File: src/bmpd_ram.sv
// ----------------------------------------------------------------------------
// bmpd_ram
// Generic RAM: one write port, two read ports, registered read data.
// ----------------------------------------------------------------------------
`default_nettype none

module bmpd_ram #(
  parameter int unsigned WIDTH = 8,
  parameter int unsigned DEPTH = 256
) (
  input  wire logic                     clk_i,
  input  wire logic                     we_i,
  input  wire logic [$clog2(DEPTH)-1:0] waddr_i,
  input  wire logic [WIDTH-1:0]         wdata_i,
  input  wire logic [$clog2(DEPTH)-1:0] raddr_a_i,
  output logic      [WIDTH-1:0]         rdata_a_o,
  input  wire logic [$clog2(DEPTH)-1:0] raddr_b_i,
  output logic      [WIDTH-1:0]         rdata_b_o
);

  logic [WIDTH-1:0] mem_q [DEPTH];

  always_ff @(posedge clk_i) begin
    if (we_i) mem_q[waddr_i] <= wdata_i;
    rdata_a_o <= mem_q[raddr_a_i];
    rdata_b_o <= mem_q[raddr_b_i];
  end

endmodule

`default_nettype wire

File: config.mk
export PLATFORM = sky130hd
export DESIGN_NAME = bmpd_ram
export DESIGN_NICKNAME = d
export VERILOG_FILES = /design/src/bmpd_ram.sv
export SDC_FILE = /design/constraint.sdc
export NUM_CORES = 2
export LEC_CHECK = 0
export BUFFER_PORTS_ARGS = -buffer_cell sky130_fd_sc_hd__buf_2
export CORE_MARGIN = 10
export CORE_UTILIZATION = 55
export CTS_CLUSTER_DIAMETER = 60
export DETAILED_ROUTE_END_ITERATION = 7
export HOLD_SLACK_MARGIN = 0.1
export PLACE_DENSITY = 0.71
export SLEW_MARGIN = 20
export SYNTH_ARGS = -nofsm -noshare
export SYNTH_HDL_FRONTEND = slang
export SYNTH_SLANG_ARGS = --single-unit
File: constraint.sdc
create_clock -name clk_i -period 3.25 [get_ports clk_i]
set_clock_uncertainty 0.2 [all_clocks]
set_input_delay 0.325 -clock clk_i [delete_from_list [all_inputs] [get_ports clk_i]]
set_output_delay 0.325 -clock clk_i [all_outputs]
set_load 0.1 [all_outputs]
==> After elaboration in Yosys (flattened, before gate mapping) <==
Memories as Yosys holds them, arrays and structs flattened. A register that Yosys moved wholly into a read port is not among the register bits.
Cells that the tools add are included.
{ "totals": {"mem_bits_rw": 2048, "mem_count": 1, "word_cells": 3, "regBits": 0} }
{ "op_classes": {"n_mux": 2} }
{ "memory_table": {"columns": ["name", "words", "width", "read_ports", "rd_ports_with_merged_regs", "wr", "line_no", "source"], "rows": [
  ["mem_q", 256, 8, 2, 2, 1, "21", "logic [WIDTH-1:0] mem_q [DEPTH];"]
]} }
{ "op_table": {"columns": ["operator", "count"], "rows": [
  ["$mux W1", 2]
]} }

==> Logic depth before layout (Yosys ltp) <==
{ "depth": {"ltp_word": 2, "depth_mapped": 12, "mapped_depth_nobuf": 6} }

==> Worst setup path after synthesis <==
No wires, ideal clock.
{ "synth_timing": {"path_kind": "input port to flip-flop", "start": "input raddr_b_i[0]", "end": "register rdata_b_o[0], read port of mem_q", "setup_slack_ps": 684, "arrival_time_ps": 2226, "path_buffers": 3, "path_stages": 9, "required_time_ps": 2910, "path_cell_list": "buf_4 buf_6 buf_2 mux4_2 mux4_2 nand2_1 a21oi_1 a21oi_1 a221oi_2"} }
{ "synth_lines": {"columns": ["element", "line_no", "source"], "rows": [
  ["start, declared", "17", "input wire logic [$clog2(DEPTH)-1:0] raddr_b_i,"],
  ["end, declared", "18", "output logic [WIDTH-1:0] rdata_b_o"]
]} }

==> results.py <==
metrics = {
    "critical_path": {
        "crit_path_cell_trace": "dlygate4sd3_1 > buf_2 > and3b_1 > o221ai_1 > a21oi_1 > nor3_1 > o22ai_1 > buf_4 > nor3_1",
        "cp_common_cell": "nor3_1",
        "crit_buf_inv": 3,
        "critPathKind": "in -> reg",
        "cp.required_ns": 3.82,
        "end_kind": "register",
        "crit_family": "simple AND/OR/NAND/NOR gates",
        "startpoint_type": "input pin",
        "path_max_fanout": 11,
        "slowest_delay_ns": 0.79,
        "cp_slowest_cell": "nor3_1",
        "arrival_ns": 3.56,
    },
    "clock_network": {
        "clkLatencyLatePin_ns": 0.88,
        "cts_tree": "done",
        "cts.clk_slew.worst_paths_ns": 0.06,
        "cts_setup_buffers": 0,
        "cts_max_level": 4,
        "root_buffer": "clkbuf_16",
        "clock_sinks": 2064,
        "clk_path_buf_depth": 3,
        "numCtsBuffers": 207,
    },
    "sta": {
        "rsz0062_at_grt": "false",
        "drv_slew": 0,
        "hold_ws_ns": 0.212,
        "tightest_slew_ns": 1.00,
        "setup_viol": 0,
        "relSlewSlack_pct": 32.7,
        "fmax_ghz": 0.334,
        "fin_setup_tns_ns": 0,
        "period_share_pct": 92.0,
        "hold_viol": 0,
        "fin_crit_ns": 2.99,
    },
    "power_and_ir_drop": {
        "powerDensity_nw_per_um2": 534,
        "ir_worst_vdd_mv": 0.597,
        "p_leak_nw": 36.5,
    },
    "routing": {
        "via_count": 58100,
        "routed_via_density": 7.22,
        "wl_per_cell_um": 37.9,
        "final_antenna_net_count": 0,
        "drtIter0Drc": 9440,
        "drt-pass1-iter-count": 5,
        "post-route-drc-count": 0,
        "wirelength_um": 305000,
    },
    "outcome": {
        "status": "finished clean",
    },
    "placement": {
        "hpwl_um": 208000,
        "place_congestion": 0.984,
        "place_inst": 7624,
        "dpl-instance-area_sq_um": 105000,
        "io_buffer_count": 49,
    },
    "logic_synthesis": {
        "synthCells": 4847,
        "synthesis.area_sq_um": 97000,
        "synth_warnings": 0,
        "yosys.area.top_type": "edfxtp_1",
        "synthFlopType": "edfxtp_1",
        "synth.area.top_cells": "edfxtp_1 63%, mux4_2 24%, mux2i_1 2.4%",
        "synth.avg_cell_area_sq_um": 20.0,
        "synth_top_area_share_pct": 63.4,
        "ys_seq_area_share_pct": 63.7,
        "async_flop_share_pct": 0,
        "syn-num-nets": 4881,
        "yosys_register_bits": 2064,
        "synth_edf_count": 2048,
        "yosysUniqueCellTypes": 65,
    },
    "layout": {
        "nNetsFinal": 5550,
        "area_growth_pct": 15.5,
        "fillers": 11800,
        "drive_above_1_share_pct": 39.5,
        "final_util_pct": 63.7,
        "layout.cells.most_common": "edfxtp_1",
        "most-common-layout-cells": "2048 x edfxtp_1, 1051 x mux4_2, 686 x buf_4, 297 x nor2_1, 236 x mux2i_1",
        "fin_cells": 8044,
        "final_cell_area_sq_um": 112000,
    },
    "floorplanning": {
        "dieWidth_um": 440,
        "die_area_sq_um": 194000,
        "num_rows": 154,
        "core-area_sq_um": 176000,
        "pin_count": 50,
        "initial_utilization_pct": 55.2,
        "die_h_um": 440,
    },
    "grt": {
        "antenna_found_initial": 16,
        "grt_max_degree": 120,
        "grt-ovfl-total": 0,
        "grt_pass1_vias": 57300,
        "grt_usage_pct": 31.4,
        "grt_pass1_wl_um": 432000,
    },
    "job": {
        "maxCapViolations": 0,
    },
    "worst_hold_path": {
        "hp-class": "in -> reg",
    },
}
## logic make-up (layout without fill, tap and decap cells)
| logic type | count (synthesis) | in the layout | share of synthesized area (%) |
|---|---|---|---|
| flip-flops | 2064 | 2064 | 63.7 |
| multiplexers | 1325 | 1325 | 27.3 |
| AND/OR/NAND/NOR | 591 | 591 | 2.70 |
| AO/OA/AOI/OAI | 466 | 466 | 3.54 |
| buffers and inverters | 401 | 1247 | 2.73 |
| other | 0 | 11 | 0 |
## layer usage
layer | part of all wire, % | global-route usage, % | vias to the layer above | wire, um
met5 | 0.021 | 0 | - | 64
met4 | 6.0 | 15.5 | 10 | 18400
met3 | 13 | 9.04 | 806 | 39900
met2 | 46 | 47.2 | 4461 | 139000
met1 | 35 | 42.5 | 30400 | 107000
li1 | - | - | 22400 | -
## cells in the mapped netlist (all sizes together), types with 4 or more instances
master	instances
a211oi	28
nand2b	11
mux2i	236
o211ai	13
and2	12
nor3b	7
o21ai	37
o2111ai	4
nor3	21
a22oi	62
nor2b	27
o21bai	5
nor2	299
mux2	38
a221oi	37
nand3b	6
clkinv	4
a211o	6
dfxtp	16
and3b	5
and3	5
or2	6
nand3	52
a21oi	79
a22o	22
o221ai	67
mux4	1051
a2bb2oi	9
o31ai	11
buf	258
a31oi	4
nand2	114
a221o	10
nor4	7
nand4	13
o22ai	48
edfxtp	2048
clkbuf	137
a32o	4
## stage by stage
stage	power [mW]	worst slack, ns
global route	61.2	0.265
global placement	35.6	-0.394
CTS	59.9	0.311
floorplan	33.1	0.684
finish	59.9	0.258
detailed placement	35.7	-0.345
## registers in the layout, indices dropped and copies added (netlist names)
| signal | cells |
|---|---|
| rdata_b_o | 8 |
| rdata_a_o | 8 |
| mem_q | 2048 |
## worst min-delay path, cell delays in order
cell and delay (ns):
clkbuf_8 0.27, buf_12 0.27, a211o_1 0.22, a221oi_2 0.07
## what timing repair did
action                    4_1_cts  5_1_grt
hold endpoints to repair     1014        0
resized for setup               0        0
hold buffers                   23        0
## power by group
| group | switching [mW] | leakage, nW | internal (mW) |
|---|---|---|---|
| Combinational | 3.47 | 14.6 | 2.29 |
| Sequential | 0.143 | 18.5 | 29.3 |
| Clock | 10.4 | 3.39 | 14.3 |
## final timing paths
path                 startpoint            to  slack (ns)  cells past startpoint
setup / recovery   raddr_a_i[7]  rdata_a_o[6]        0.26                      9
hold / removal     raddr_b_i[2]  rdata_b_o[0]        0.21                      4
setup reg to reg   mem_q[28][3]  rdata_a_o[3]        0.31                      8
hold reg to reg   mem_q[188][7]  rdata_b_o[7]        0.76                      4
## layout make-up
| cell class | instances | area (sq um) | share of cell area (%) |
|---|---|---|---|
| clock buffers | 260 | 5600 | 5.00 |
| well taps | 2340 | 2930 | 2.61 |
| flip-flops and latches | 2064 | 61800 | 55.2 |
| diodes | 11 | 27.5 | 0.0246 |
| inverters | 6 | 26.3 | 0.0235 |
| multi-input cells | 2382 | 32500 | 29.0 |
| repair buffers | 855 | 7710 | 6.89 |
| clock inverters | 126 | 1390 | 1.24 |
(Power assumes the default switching activity.)
