File: src/bmpd_pkg.sv
// ----------------------------------------------------------------------------
// bmpd_pkg
// Shared types, header layout constants and helpers for the BMP pixel decoder.
// ----------------------------------------------------------------------------
`default_nettype none

package bmpd_pkg;

  // Image size limits; dimension registers are sized to hold the larger one
  localparam int unsigned MAX_WIDTH  = 4096;
  localparam int unsigned MAX_HEIGHT = 4096;
  localparam int unsigned DIM_MAX    = (MAX_WIDTH > MAX_HEIGHT) ? MAX_WIDTH : MAX_HEIGHT;
  localparam int unsigned DIM_W      = $clog2(DIM_MAX + 1);
  typedef logic [DIM_W-1:0] dim_t;

  // Palette memory
  localparam int unsigned PAL_DEPTH = 256;
  localparam int unsigned PAL_AW    = $clog2(PAL_DEPTH);
  localparam int unsigned RGB_W     = 24;
  typedef logic [PAL_AW-1:0] pal_addr_t;
  typedef logic [RGB_W-1:0]  rgb_t;

  // File layout
  localparam logic [31:0] HDR_END   = 32'd30;
  localparam logic [31:0] PAL_BASE  = 32'd54;
  localparam logic [31:0] PAL_END_4 = PAL_BASE + 32'd4 * 32'd16;
  localparam logic [31:0] PAL_END_8 = PAL_BASE + 32'd4 * 32'd256;
  localparam logic [15:0] BPP_4     = 16'd4;
  localparam logic [15:0] BPP_8     = 16'd8;
  localparam logic [7:0]  SIG_B     = 8'h42;
  localparam logic [7:0]  SIG_M     = 8'h4D;

  // Header byte positions
  localparam logic [4:0] POS_SIG1 = 5'd1;
  localparam logic [4:0] POS_OFS0 = 5'd10;
  localparam logic [4:0] POS_OFS1 = 5'd11;
  localparam logic [4:0] POS_OFS2 = 5'd12;
  localparam logic [4:0] POS_OFS3 = 5'd13;
  localparam logic [4:0] POS_WID0 = 5'd18;
  localparam logic [4:0] POS_WID1 = 5'd19;
  localparam logic [4:0] POS_WID2 = 5'd20;
  localparam logic [4:0] POS_WID3 = 5'd21;
  localparam logic [4:0] POS_HGT0 = 5'd22;
  localparam logic [4:0] POS_HGT1 = 5'd23;
  localparam logic [4:0] POS_HGT2 = 5'd24;
  localparam logic [4:0] POS_HGT3 = 5'd25;
  localparam logic [4:0] POS_BPP0 = 5'd28;
  localparam logic [4:0] POS_BPP1 = 5'd29;

  typedef enum logic [1:0] {
    ERR_NONE      = 2'd0,
    ERR_SIGNATURE = 2'd1,
    ERR_SIZE      = 2'd2,
    ERR_OFFSET    = 2'd3
  } err_e;

  typedef struct packed {
    logic [7:0]  red;
    logic [7:0]  green;
    logic [7:0]  blue;
    logic [11:0] column;
    logic [11:0] image_row;
    logic        last_pixel;
    err_e        error_code;
  } beat_t;

  // Output queue (power of two depth)
  localparam int unsigned OQ_DEPTH = 4;
  localparam int unsigned OQ_AW    = $clog2(OQ_DEPTH);
  typedef logic [OQ_AW-1:0] oq_ptr_t;
  typedef logic [OQ_AW:0]   oq_cnt_t;

  // Place byte k of a little-endian 32-bit field into a dim_t register
  function automatic dim_t dim_merge(dim_t v, logic [1:0] k, logic [7:0] b);
    dim_t        r;
    int unsigned idx;
    r = v;
    for (int unsigned j = 0; j < 8; j++) begin
      idx = 32'd8 * 32'(k) + j;
      if (idx < DIM_W) r[idx] = b[j];
    end
    return r;
  endfunction

  // Any bit of byte k that lands above the dim_t register
  function automatic logic dim_spill(logic [1:0] k, logic [7:0] b);
    logic        s;
    int unsigned idx;
    s = 1'b0;
    for (int unsigned j = 0; j < 8; j++) begin
      idx = 32'd8 * 32'(k) + j;
      if (idx >= DIM_W) s = s | b[j];
    end
    return s;
  endfunction

endpackage

`default_nettype wire

File: src/bmpd_out_fifo.sv
// ----------------------------------------------------------------------------
// bmpd_out_fifo
// Result queue; takes up to two beats per cycle, delivers one per cycle while ready_i is high.
// ----------------------------------------------------------------------------
`default_nettype none

module bmpd_out_fifo
  import bmpd_pkg::*;
(
  input  wire logic  clk_i,
  input  wire logic  rst_ni,
  input  wire logic  [1:0] push_n_i,
  input  wire beat_t beat0_i,
  input  wire beat_t beat1_i,
  output logic       valid_o,
  input  wire logic  ready_i,
  output beat_t      head_o,
  output oq_cnt_t    count_o
);

  beat_t   mem_q [OQ_DEPTH];
  oq_ptr_t wr_q, wr_d, rd_q, rd_d;
  oq_cnt_t cnt_q, cnt_d;
  oq_ptr_t wr_p1;
  logic    pop;

  assign pop     = valid_o && ready_i;
  assign valid_o = (cnt_q != '0);
  assign head_o  = mem_q[rd_q];
  assign count_o = cnt_q;
  assign wr_p1   = wr_q + oq_ptr_t'(1);

  always_comb begin
    wr_d  = wr_q + oq_ptr_t'(push_n_i);
    rd_d  = pop ? rd_q + oq_ptr_t'(1) : rd_q;
    cnt_d = cnt_q + oq_cnt_t'(push_n_i) - oq_cnt_t'(pop);
  end

  always_ff @(posedge clk_i or negedge rst_ni) begin
    if (!rst_ni) begin
      wr_q  <= '0;
      rd_q  <= '0;
      cnt_q <= '0;
    end else begin
      wr_q  <= wr_d;
      rd_q  <= rd_d;
      cnt_q <= cnt_d;
    end
  end

  always_ff @(posedge clk_i) begin
    if (push_n_i != 2'd0) mem_q[wr_q]  <= beat0_i;
    if (push_n_i == 2'd2) mem_q[wr_p1] <= beat1_i;
  end

endmodule

`default_nettype wire

File: config.mk
export PLATFORM = sky130hd
export DESIGN_NAME = bmpd_out_fifo
export DESIGN_NICKNAME = d
export VERILOG_FILES = /design/src/bmpd_pkg.sv /design/src/bmpd_out_fifo.sv
export SDC_FILE = /design/constraint.sdc
export NUM_CORES = 1
export LEC_CHECK = 0
export ABC_AREA = 1
export ABC_CLOCK_PERIOD_IN_PS = 2680
export CAP_MARGIN = 20
export CORE_UTILIZATION = 40
export DETAILED_ROUTE_END_ITERATION = 7
export DONT_BUFFER_PORTS = 1
export SYNTH_ARGS = -nofsm -noshare
export SYNTH_HDL_FRONTEND = slang
export SYNTH_SLANG_ARGS = --single-unit
File: constraint.sdc
create_clock -name clk_i -period 2.68 [get_ports clk_i]
set_input_delay 0.268 -clock clk_i [delete_from_list [all_inputs] [get_ports clk_i]]
set_output_delay 0.268 -clock clk_i [all_outputs]
set_load 0.005 [all_outputs]
# Yosys cells after proc, flatten, opt, wreduce, memory -nomap -nowiden
# Memories as Yosys holds them, arrays and structs flattened.
# Cells that the tools add are included.
[classes] addsub=5 n_eq_ne=1 n_mux=4 reduce_logical=3
[ops] cell="2-bit by 1-bit adder with 2-bit output, second input constant" n=2
[ops] cell="1-bit 2-to-1 mux" n=4
[ops] cell="3-bit by 2-bit adder with 3-bit output" n=1
[ops] cell="3-bit nonzero test" n=1
[ops] cell="3-bit by 1-bit subtractor with 3-bit output" n=1
[ops] cell="2-bit adder" n=1
[ops] cell="2-bit == test, second input constant" n=1
[ops] cell="2-bit nonzero test" n=1
[ops] cell="1-bit logical AND" n=1
[totals] register_bits=7 ram_bits=204 inputBits=107 output_inout_bits=55 word_cells=17 memories=1
[mem_list] memory="mem_q" depth=4 word_bits=51 rd=1 rd_ports_with_merged_regs=0 write_ports=2 line="bmpd_out_fifo.sv:21" rtl="beat_t mem_q [OQ_DEPTH];"

# Depth between registers and ports, before layout
# Gate-level depths: netlist (run 1).
[logic_depth] ltp_word=3 mapped_depth=10 ltp_nobuf=10

# Least setup slack after synthesis (run 1)
# OpenSTA, ideal clock, no wires.
[synth_timing] kind="reg-to-reg" start="register wr_q[1]" end="memory mem_q[1][0] (netlist bit) (enable)" setup_ns=0.410 t_arrival_ns=2.116 t_required_ns=2.270 path_slack_ns=0.154 stages_incl_launch_ff=6 path_buffers=2 period_less_slack_ns=2.526 path_cell_list="dfrtp_1 buf_4 nor2_2 nand2_2 buf_2 nand2_1"
[synth_rtl] element="start: declaration" line="bmpd_out_fifo.sv:22" rtl="oq_ptr_t wr_q, wr_d, rd_q, rd_d;"
[synth_rtl] element="start signal: assignment" line="bmpd_out_fifo.sv:45" rtl="wr_q <= wr_d;"
[synth_rtl] element="end: declaration" line="bmpd_out_fifo.sv:21"

==> flow_summary_export.csv, run 1 <==
group,metric,value,unit
worst_setup_path,start_kind,"flip-flop",
pwr,clkPwrFrac,23.4,%
placed_design,place_hpwl,17980,um
sta,period_share,90.29,%
placed_design,placed_area,11540,sq um
logic_synthesis,synth_most_common_cell,"nand2_1",
die,die_area,28730,sq um
pwr,p_switching,0.005554,W
worst_setup_path,cp_slowest_cell,"inv_2",
worst_setup_path,rr_startpoint,"wr_q[1]",
worst_hold_path,min_from,"push_n_i[1]",
pwr,max-vdd-ir-drop,0.0008099,V
logic_synthesis,synth_xor_area_share,0,%
status,status,"completed",
logic_synthesis,synth_top_family_by_area,"simple AND/OR/NAND/NOR gates",
grt,use_met3,4.454,%
worst_setup_path,end_kind,"output pin",
worst_setup_path,critical_path.startpoint,"rd_q[0]",
cts,clk_pin_slew_worst_paths,60,ps
worst_setup_path,crit_required,2410,ps
cts,cts_buffers,24,
cts,cts_tree,"yes",
die,core-area,27250,sq um
logic_synthesis,ys_top_cells_by_area,"edfxtp_1, nand2_1, nand3_1, o21ai_0, nor2_1",
logic_synthesis,yosysTopAreaCell,"edfxtp_1",
sta,rsz0062_at_grt,"no",
drt,ant_nets,0,
worst_setup_path,max_stage_delay,510,ps
cts,root_buffer,"clkbuf_16",
pwr,power.internal,0.008521,W
placed_design,gp_congestion,0.7929,
worst_setup_path,arrival,2150,ps
cts,ctsLongestPathBuffers,3,
grt,overflow,0,
cells_and_area,fin_area,13880,sq um
sta,finalCriticalPeriod,2420,ps
grt,grt_max_degree,156,
cells_and_area,fin_cells,1890,
worst_setup_path,crit_type,"reg2out",
flow_run,maxCapViolations,0,
drt,wl_per_cell,18.27,um
logic_synthesis,synthMuxAreaShare,0,%
pwr,seq_power_share,37.9,%
grt,met2_usage,41.81,%
grt,grt_pass1_wl,53880,um
logic_synthesis,ys_top_cells_by_count,"nand2_1, edfxtp_1, nand3_1",
sta,slew_headroom,27.27,%
sta,whs,58.52,ps
cts,htree_levels,1,
sta,fmax,0.4133,GHz
cts,insertion_delay,520,ps
logic_synthesis,synth_area,11220,sq um
die,die_y,169.5,um
logic_synthesis,async_flop_share,3.318,%
drt,vias,9928,
sta,finClkSkew,5.726,ps
pwr,switching_share,39.46,%
pwr,power_frac_comb,38.7,%
cells_and_area,drive_gt1_share,4.875,%
sta,worst_pin_slew,1091,ps
cells_and_area,syn2layout_area_growth,23.71,%
pwr,power_density,1014,nW/um^2
drt,first_iter_violations,886,
logic_synthesis,syn_inst,1385,
sta,drv_slew,0,
placed_design,numPortBuffers,0,
grt,grt.busiest_layer,"met2",
cells_and_area,layout.nets,1614,
sta,finalHoldViolCount,0,
placed_design,dp.cells,1691,
worst_setup_path,worstPathCellList,"inv_2 > buf_4 > o21ai_0 > nand2_1",
worst_hold_path,hp-class,"in2reg",
logic_synthesis,ys_warn_count,0,
grt,grtUsageMet1,31.36,%
cells_and_area,n_antenna_cell,0,
die,rows,60,
logic_synthesis,synth_edf_count,204,
logic_synthesis,ys_ff_latch,211,
pwr,total_power,0.01407,W
worst_setup_path,critPathTopFamily,"buffers and inverters",
cts,cts_setup_buffers,0,
sta,setup_viol,0,
logic_synthesis,avgSynthCellArea,8.103,sq um
logic_synthesis,synthFlopType,"edfxtp_1",
logic_synthesis,synth.distinct_cells,20,
grt,grt_pass1_vias,9508,
cts,cts_sinks,211,
die,die_w,169.5,um
logic_synthesis,synth_simple_gate_area_share,32.45,%
worst_setup_path,cp_max_fo,28,
drt,drc,0,
logic_synthesis,synthAdderAreaFrac,0.6243,%
grt,antenna_found_initial,0,
logic_synthesis,ys_seq_area_share,56.14,%
logic_synthesis,synth_nets,1497,
logic_synthesis,synth_top_area_share,54.58,%
grt,grt_usage,24.24,%
drt,drt-total-wl,34530,um
drt,dr.pass1.iters,7,
drt,avgViaCountPerCell,5.253,
die,ios,162,
pwr,leakagePower,6.148,nW
worst_setup_path,cp.buffers_inverters,2,
die,start_util,41.18,%
sta,finalSetupTns,0,ps
logic_synthesis,synth_compound_area_share,4.548,%
-- through the flow --
| step | worst slack (ps) | utilization (%) |
|---|---|---|
| after detailed placement | 653.3 | 42.34 |
| after floorplan | 154.1 | - |
| final | 260.2 | 50.95 |
| after global placement | 675.4 | 42.34 |
| after CTS | 199.7 | 50.94 |
| after global routing | 113.2 | 50.95 |
-- sequential cells by signal, summed over array words and instances, names as in the netlist --
register,count
count_o,3
mem_q,204
rd_q,2
wr_q,2
-- final timing paths --
kind                                end  slack [ps]  cells past startpoint
max in group asynchronous       rd_q[0]        2300                      1
min                             wr_q[1]          60                      4
min in group asynchronous    count_o[2]          90                      1
max reg2reg                mem_q[3][45]         280                      8
min reg2reg                     rd_q[1]         510                      2
max                          head_o[40]         260                      4
-- layout by cell type, fill, tap and decap left out, types with 7 or more instances in the layout --
| cell type | n |
|---|---|
| nand3_1 | 157 |
| buf_4 | 19 |
| dlygate4sd3_1 | 157 |
| nand2_2 | 7 |
| clkinv_1 | 8 |
| o21ai_0 | 102 |
| inv_1 | 62 |
| nor2_1 | 103 |
| edfxtp_1 | 204 |
| nand2_1 | 635 |
| clkbuf_16 | 25 |
-- routing by layer --
layer  vias up  part of all wire [%]  wire length (um)
li1       4737                     -                 -
met1      4689                    41             13990
met2       445                    49             16890
met3        57                   8.6              2985
met4         0                   1.9               665
met5         -                     0                 0
-- power groups by stage --
stage | logic [W] | clock network (W) | registers [W]
3_5_place_dp | 0.00511 | 0 | 0.00540
2_1_floorplan | 0.00343 | 0 | 0.00535
4_1_cts | 0.00548 | 0.00334 | 0.00534
5_1_grt | 0.00607 | 0.00346 | 0.00543
6_report | 0.00544 | 0.00330 | 0.00533
3_3_place_gp | 0.00503 | 0 | 0.00537
-- tightest hold or removal path, cell delays in order --
cell,delay [ps]
inv_1,60
nand2_1,80
nand3_1,60
nand2_1,70
-- logic make-up (layout without fill, tap and decap cells) --
family	after synthesis	after routing
AND/OR/NAND/NOR	909	909
flip-flops	211	211
buffers and inverters	158	291
AO/OA/AOI/OAI	102	102
adder cells (fa/ha/maj)	5	5
-- repair_timing --
action                                  in CTS  in global routing
hold buffers                               157                  0
resized for setup                            0                  1
endpoints found under the setup margin       0                  1
endpoints found under the hold margin      216                  0
-- layout make-up --
| cell class | instances | area (sq um) |
|---|---|---|
| Inverter | 66 | 251.5 |
| Timing Repair Buffer | 183 | 1846 |
| Tap cell | 372 | 465.4 |
| Clock inverter | 14 | 135.1 |
| Clock buffer | 28 | 636.9 |
| Sequential cell | 211 | 6305 |
| Fill cell | 2587 | 13370 |
| Multi-Input combinational cell | 1016 | 4245 |
(Power assumes the default switching activity.)
==> inputs of run 2 (changes only) <==
--- a/config.mk
+++ b/config.mk
@@ -11,6 +11,8 @@
 export CORE_UTILIZATION = 40
 export DETAILED_ROUTE_END_ITERATION = 7
 export DONT_BUFFER_PORTS = 1
+export REMOVE_ABC_BUFFERS = 1
+export SLEW_MARGIN = 20
 export SYNTH_ARGS = -nofsm -noshare
 export SYNTH_HDL_FRONTEND = slang
 export SYNTH_SLANG_ARGS = --single-unit
==> run 2 against run 1 <==
Register-to-register slack worse by 130 ps. Global-route usage is 0.40 points lower. Cell count is 0.37% higher. Count of clock-buffer cells in the layout is 8 higher. Setup slack worse by 110 ps. Via count is 1.4% lower. Worst hold slack worse by 32 ps. Die area stayed put.
==> flow_summary_export.csv, run 2 (synthesized netlist as in run 1, its figures left out) <==
group,metric,value,unit
status,status,"completed",
worst_setup_path,end_kind,"flip-flop",
sta,finalCriticalPeriod,2531,ps
cts,clk_pin_slew_worst_paths,60,ps
sta,period_share,94.43,%
pwr,max-vdd-ir-drop,0.0007329,V
worst_setup_path,start_kind,"flip-flop",
worst_setup_path,cp_max_fo,51,
worst_setup_path,crit_type,"reg2reg",
worst_hold_path,hold_depth,2,
worst_setup_path,rr_startpoint,"wr_q[0]",
pwr,power_density,990.1,nW/um^2
flow_run,maxCapViolations,0,
die,die_area,28730,sq um
die,ios,162,
worst_setup_path,worst_r2r_path_depth,8,
worst_setup_path,arrival,2780,ps
sta,rsz0062_at_grt,"no",
cells_and_area,layout.nets,1615,
drt,vias,9787,
cts,cts_sinks,211,
cts,cts_buffers,24,
cts,ctsLongestPathBuffers,3,
worst_hold_path,min_to,"mem_q[1][48]",
sta,finalHoldViolCount,0,
drt,drt-total-wl,33830,um
grt,grt_usage,23.84,%
cts,postCtsResizedCells,0,
cts,root_buffer,"clkbuf_16",
placed_design,numPortBuffers,0,
drt,wl_per_cell,17.83,um
sta,drv_slew,0,
die,start_util,41.18,%
drt,first_iter_violations,904,
cells_and_area,layout_commonest_cell,"nand2_1",
worst_setup_path,worst-r2r-setup-slack,150,ps
cells_and_area,seqCellArea,6305,sq um
cells_and_area,n_fill_cell,2548,
sta,finClkSkew,10.75,ps
cts,insertion_delay,510,ps
die,die_w,169.5,um
drt,avgViaCountPerCell,5.159,
pwr,leakagePower,6.128,nW
cells_and_area,top_register,"mem_q",
grt,antenna_found_initial,4,
worst_hold_path,min_from,"beat1_i[48]",
die,core-area,27250,sq um
drt,dr.pass1.iters,5,
die,die_y,169.5,um
cells_and_area,final_cell_mix,"nand2_1, edfxtp_1, nand3_1, dlygate4sd3_1, nor2_1",
cells_and_area,fin_cells,1897,
grt,grt_max_degree,96,
placed_design,place_hpwl,18870,um
worst_hold_path,hp-class,"in2reg",
drt,ant_nets,0,
sta,fmax,0.3952,GHz
drt,drc,0,
sta,setup_viol,0,
cells_and_area,drive_gt1_share,4.865,%
grt,grt_pass1_vias,9455,
cells_and_area,largest_register_ffs,204,
cts,cts_tree,"yes",
cells_and_area,syn2layout_area_growth,23.52,%
worst_setup_path,r2r_end,"mem_q[2][30]",
sta,slew_headroom,48.50,%
cells_and_area,multiInputGateArea,4265,sq um
grt,grt_pass1_wl,52870,um
sta,worst_pin_slew,772.5,ps
cts,htree_levels,1,
placed_design,dp.cells,1692,
grt,overflow,0,
placed_design,gp_congestion,0.7601,
die,rows,60,
sta,whs,26.62,ps
worst_setup_path,crit_required,2930,ps
run 2: cell types whose count changed in the layout (fill, tap and decap cells not counted), moves of 2 or more:
cell / previous run / this run
diode_2: 0 / 4
nand2_4: 0 / 4
clkinv_1: 8 / 6
buf_4: 19 / 22
nand2_2: 7 / 3
bufinv_16: 3 / 0
clkbuf_1: 3 / 8
clkbuf_8: 0 / 3
run 2: report_power, final:
part | leakage [nW] | internal [W] | total (W) | switching, W
clock network | 0.356 | 0.00178 | 0.00308 | 0.00130
logic | 3.78 | 0.00150 | 0.00526 | 0.00376
registers | 2.00 | 0.00504 | 0.00538 | 0.000341
run 2: worst max-delay path, stage by stage, from the launching register on:
cell,delay [ps]
dfrtp_1,520
inv_1,120
nor2_4,120
buf_4,250
nand2_2,110
buf_4,360
nand2_1,150
nand2_1,60
dlygate4sd3_1,550
run 2: layout make-up:
| type | instances | share of cell area [%] |
|---|---|---|
| flip-flops and latches | 211 | 45.48 |
| multi-input cells | 1016 | 30.77 |
| repair buffers | 184 | 13.25 |
| clock buffers | 36 | 5.027 |
| well taps | 372 | 3.357 |
| inverters | 66 | 1.814 |
| clock inverters | 8 | 0.2347 |
| diodes | 4 | 0.07220 |
run 2: worst max-delay path by stage:
stage | startpoint | end | slack, ps | cells past startpoint
global route | wr_q[0] | mem_q[2][47] | 20 | 8
finish | wr_q[0] | mem_q[2][30] | 150 | 8
CTS | wr_q[0] | mem_q[2][31] | 180 | 8
floorplan | push_n_i[0] | mem_q[3][0] | -2010 | 5
detailed placement | count_o[2] | count_o[2] | 620 | 10
global placement | count_o[2] | count_o[2] | 670 | 10
run 2: metal layers:
layer | GRT usage [%] | routed length, um | up-vias | part of all wire, %
met5 | 0 | 0 | - | 0
li1 | - | - | 4753 | -
met4 | 5.719 | 576 | 0 | 1.7
met3 | 4.688 | 3028 | 41 | 9.0
met1 | 31.19 | 13870 | 4579 | 41
met2 | 40.58 | 16360 | 414 | 48
run 2: timing repair:
| item | in CTS | in global routing |
|---|---|---|
| setup buffers | 0 | 0 |
| endpoints found under the hold margin | 216 | 0 |
| hold buffers | 157 | 0 |
run 2: through the flow:
step / instance area [sq um] / power (W) / utilization [%] / TNS, ps / worst slack [ps]
2_1_floorplan: 10770 / 0.008542 / - / -453960 / -2007
3_3_place_gp: 11550 / 0.01030 / 42.39 / 0 / 672.6
3_5_place_dp: 11550 / 0.01041 / 42.39 / 0 / 620.4
4_1_cts: 13850 / 0.01382 / 50.84 / 0 / 184.2
5_1_grt: 13860 / 0.01465 / 50.87 / 0 / 15.97
6_report: 13860 / 0.01373 / 50.87 / 0 / 149.4
==> inputs of run 3 (changes only) <==
--- a/config.mk
+++ b/config.mk
@@ -11,6 +11,7 @@
 export CORE_UTILIZATION = 40
 export DETAILED_ROUTE_END_ITERATION = 7
 export DONT_BUFFER_PORTS = 1
+export PLACE_DENSITY = 0.59
 export REMOVE_ABC_BUFFERS = 1
 export SLEW_MARGIN = 20
 export SYNTH_ARGS = -nofsm -noshare
==> run 3 against run 2 <==
Die area is the same. Setup slack lost 32 ps. Highest routed layer unchanged. Routed wire length grew 0.37%. Core utilization grew 0.33 points. Worst hold slack gained 33 ps. Critical path type unchanged. Critical endpoint is now mem_q[1][20]. Cell count is essentially flat.
==> flow_summary_export.csv, run 3 (synthesized netlist as in run 1, its figures left out) <==
group,metric,value,unit
cts,cts_buffers,25,
cts,htree_levels,1,
cts,ctsHoldBuffers,157,
sta,finalCriticalPeriod,2563,ps
pwr,leakagePower,6.181,nW
cts,cts_sinks,211,
grt,overflow,0,
cells_and_area,final_cell_mix,"nand2_1, edfxtp_1, nand3_1, dlygate4sd3_1, nor2_1",
cells_and_area,drive_gt1_share,5.443,%
cts,cts_setup_buffers,0,
die,start_util,41.18,%
worst_setup_path,cp_max_fo,28,
grt,antenna_found_initial,0,
drt,drt-total-wl,33960,um
sta,finClkSkew,8.435,ps
worst_setup_path,max_stage_delay,550,ps
worst_setup_path,worstPathCellList,"nor2_4 > nand2_2 > buf_4 > nand2_1 > nand2_1 > dlygate4sd3_1",
worst_hold_path,hp-class,"in2reg",
drt,drc,0,
pwr,power_density,1000,nW/um^2
die,ios,162,
sta,worst_pin_slew,742.4,ps
worst_setup_path,crit_type,"reg2reg",
worst_setup_path,end_kind,"flip-flop",
sta,fmax,0.3902,GHz
pwr,max-vdd-ir-drop,0.0006044,V
pwr,total_power,0.01395,W
worst_setup_path,crit_required,2930,ps
placed_design,gp_congestion,0.7483,
sta,finalHoldViolCount,0,
sta,drv_slew,0,
worst_setup_path,start_kind,"flip-flop",
cells_and_area,largest_register_ffs,204,
status,status,"completed",
worst_setup_path,cp_slowest_cell,"dlygate4sd3_1",
cts,cts_tree,"yes",
cts,insertion_delay,510,ps
grt,grt_pass1_vias,9787,
placed_design,place_hpwl,19480,um
placed_design,dp.cells,1695,
drt,dr.pass1.iters,5,
cells_and_area,top_register,"mem_q",
drt,wl_per_cell,17.89,um
grt,grt_max_degree,69,
sta,whs,59.69,ps
sta,slew_headroom,50.51,%
grt,grt_usage,24.04,%
die,die_y,169.5,um
grt,grt_pass1_wl,53860,um
cts,postCtsResizedCells,0,
worst_setup_path,arrival,2820,ps
worst_setup_path,path_common_cell,"nand2_1",
cells_and_area,syn2layout_area_growth,24.33,%
die,core-area,27250,sq um
cts,ctsLongestPathBuffers,3,
cells_and_area,n_fill_cell,2517,
drt,avgViaCountPerCell,5.148,
sta,period_share,95.64,%
drt,first_iter_violations,690,
sta,setup_viol,0,
die,rows,60,
sta,rsz0062_at_grt,"no",
die,die_w,169.5,um
cts,clk_pin_slew_worst_paths,60,ps
cells_and_area,layout.nets,1619,
placed_design,numPortBuffers,0,
cells_and_area,fin_cells,1898,
flow_run,maxCapViolations,0,
die,die_area,28730,sq um
cells_and_area,layout_commonest_cell,"nand2_1",
cts,root_buffer,"clkbuf_16",
drt,vias,9771,
drt,ant_nets,0,
sta,finalSetupTns,0,ps
## run 3: final timing paths
kind                              from            to  slack, ps  depth (start not counted)
max                            wr_q[1]  mem_q[1][20]        120                          6
min                        push_n_i[1]       wr_q[1]         60                          4
max reg2reg                    wr_q[1]  mem_q[1][20]        120                          6
min reg2reg                    rd_q[1]       rd_q[1]        500                          2
max in group asynchronous       rst_ni       rd_q[0]       2280                          1
min in group asynchronous       rst_ni    count_o[0]        100                          1
## run 3: final cells by class
| type | count | area (sq um) | area share [%] |
|---|---|---|---|
| flip-flops and latches | 211 | 6305 | 45.18 |
| multi-input cells | 1016 | 4265 | 30.57 |
| repair buffers | 187 | 1897 | 13.59 |
| clock buffers | 27 | 633.1 | 4.537 |
| well taps | 372 | 465.4 | 3.336 |
| inverters | 66 | 251.5 | 1.802 |
| clock inverters | 18 | 133.9 | 0.9595 |
| diodes | 1 | 2.502 | 0.01793 |
## run 3: where the power goes
group,internal (W),switching (W),leakage [nW]
clock network,0.00189,0.00135,0.381
logic,0.00156,0.00376,3.80
registers,0.00504,0.000354,2.00
total,0.00849,0.00547,6.18
## run 3: worst max-delay path, delay by kind of cell, from the launching register on
family | cells | cell delay (ps)
and+or+nand+nor | 4 | 790
buffers and inverters | 2 | 990
DFF | 1 | 510
## run 3: metrics by stage
stage / setup WS, ps / util (%) / instance area (sq um)
after floorplan: -2007 / - / 10770
after global placement: 549.0 / 42.61 / 11610
after CTS: 166.7 / 51.19 / 13950
final: 116.9 / 51.20 / 13950
after global routing: 5.902 / 51.19 / 13950
after detailed placement: 469.7 / 42.61 / 11610
## run 3: layer usage
metal	track usage, %	vias to the layer above	routed length, um
li1	-	4747	-
met5	0	-	0
met3	3.918	59	2401
met1	30.95	4585	14300
met4	6.502	0	847
met2	41.80	380	16400
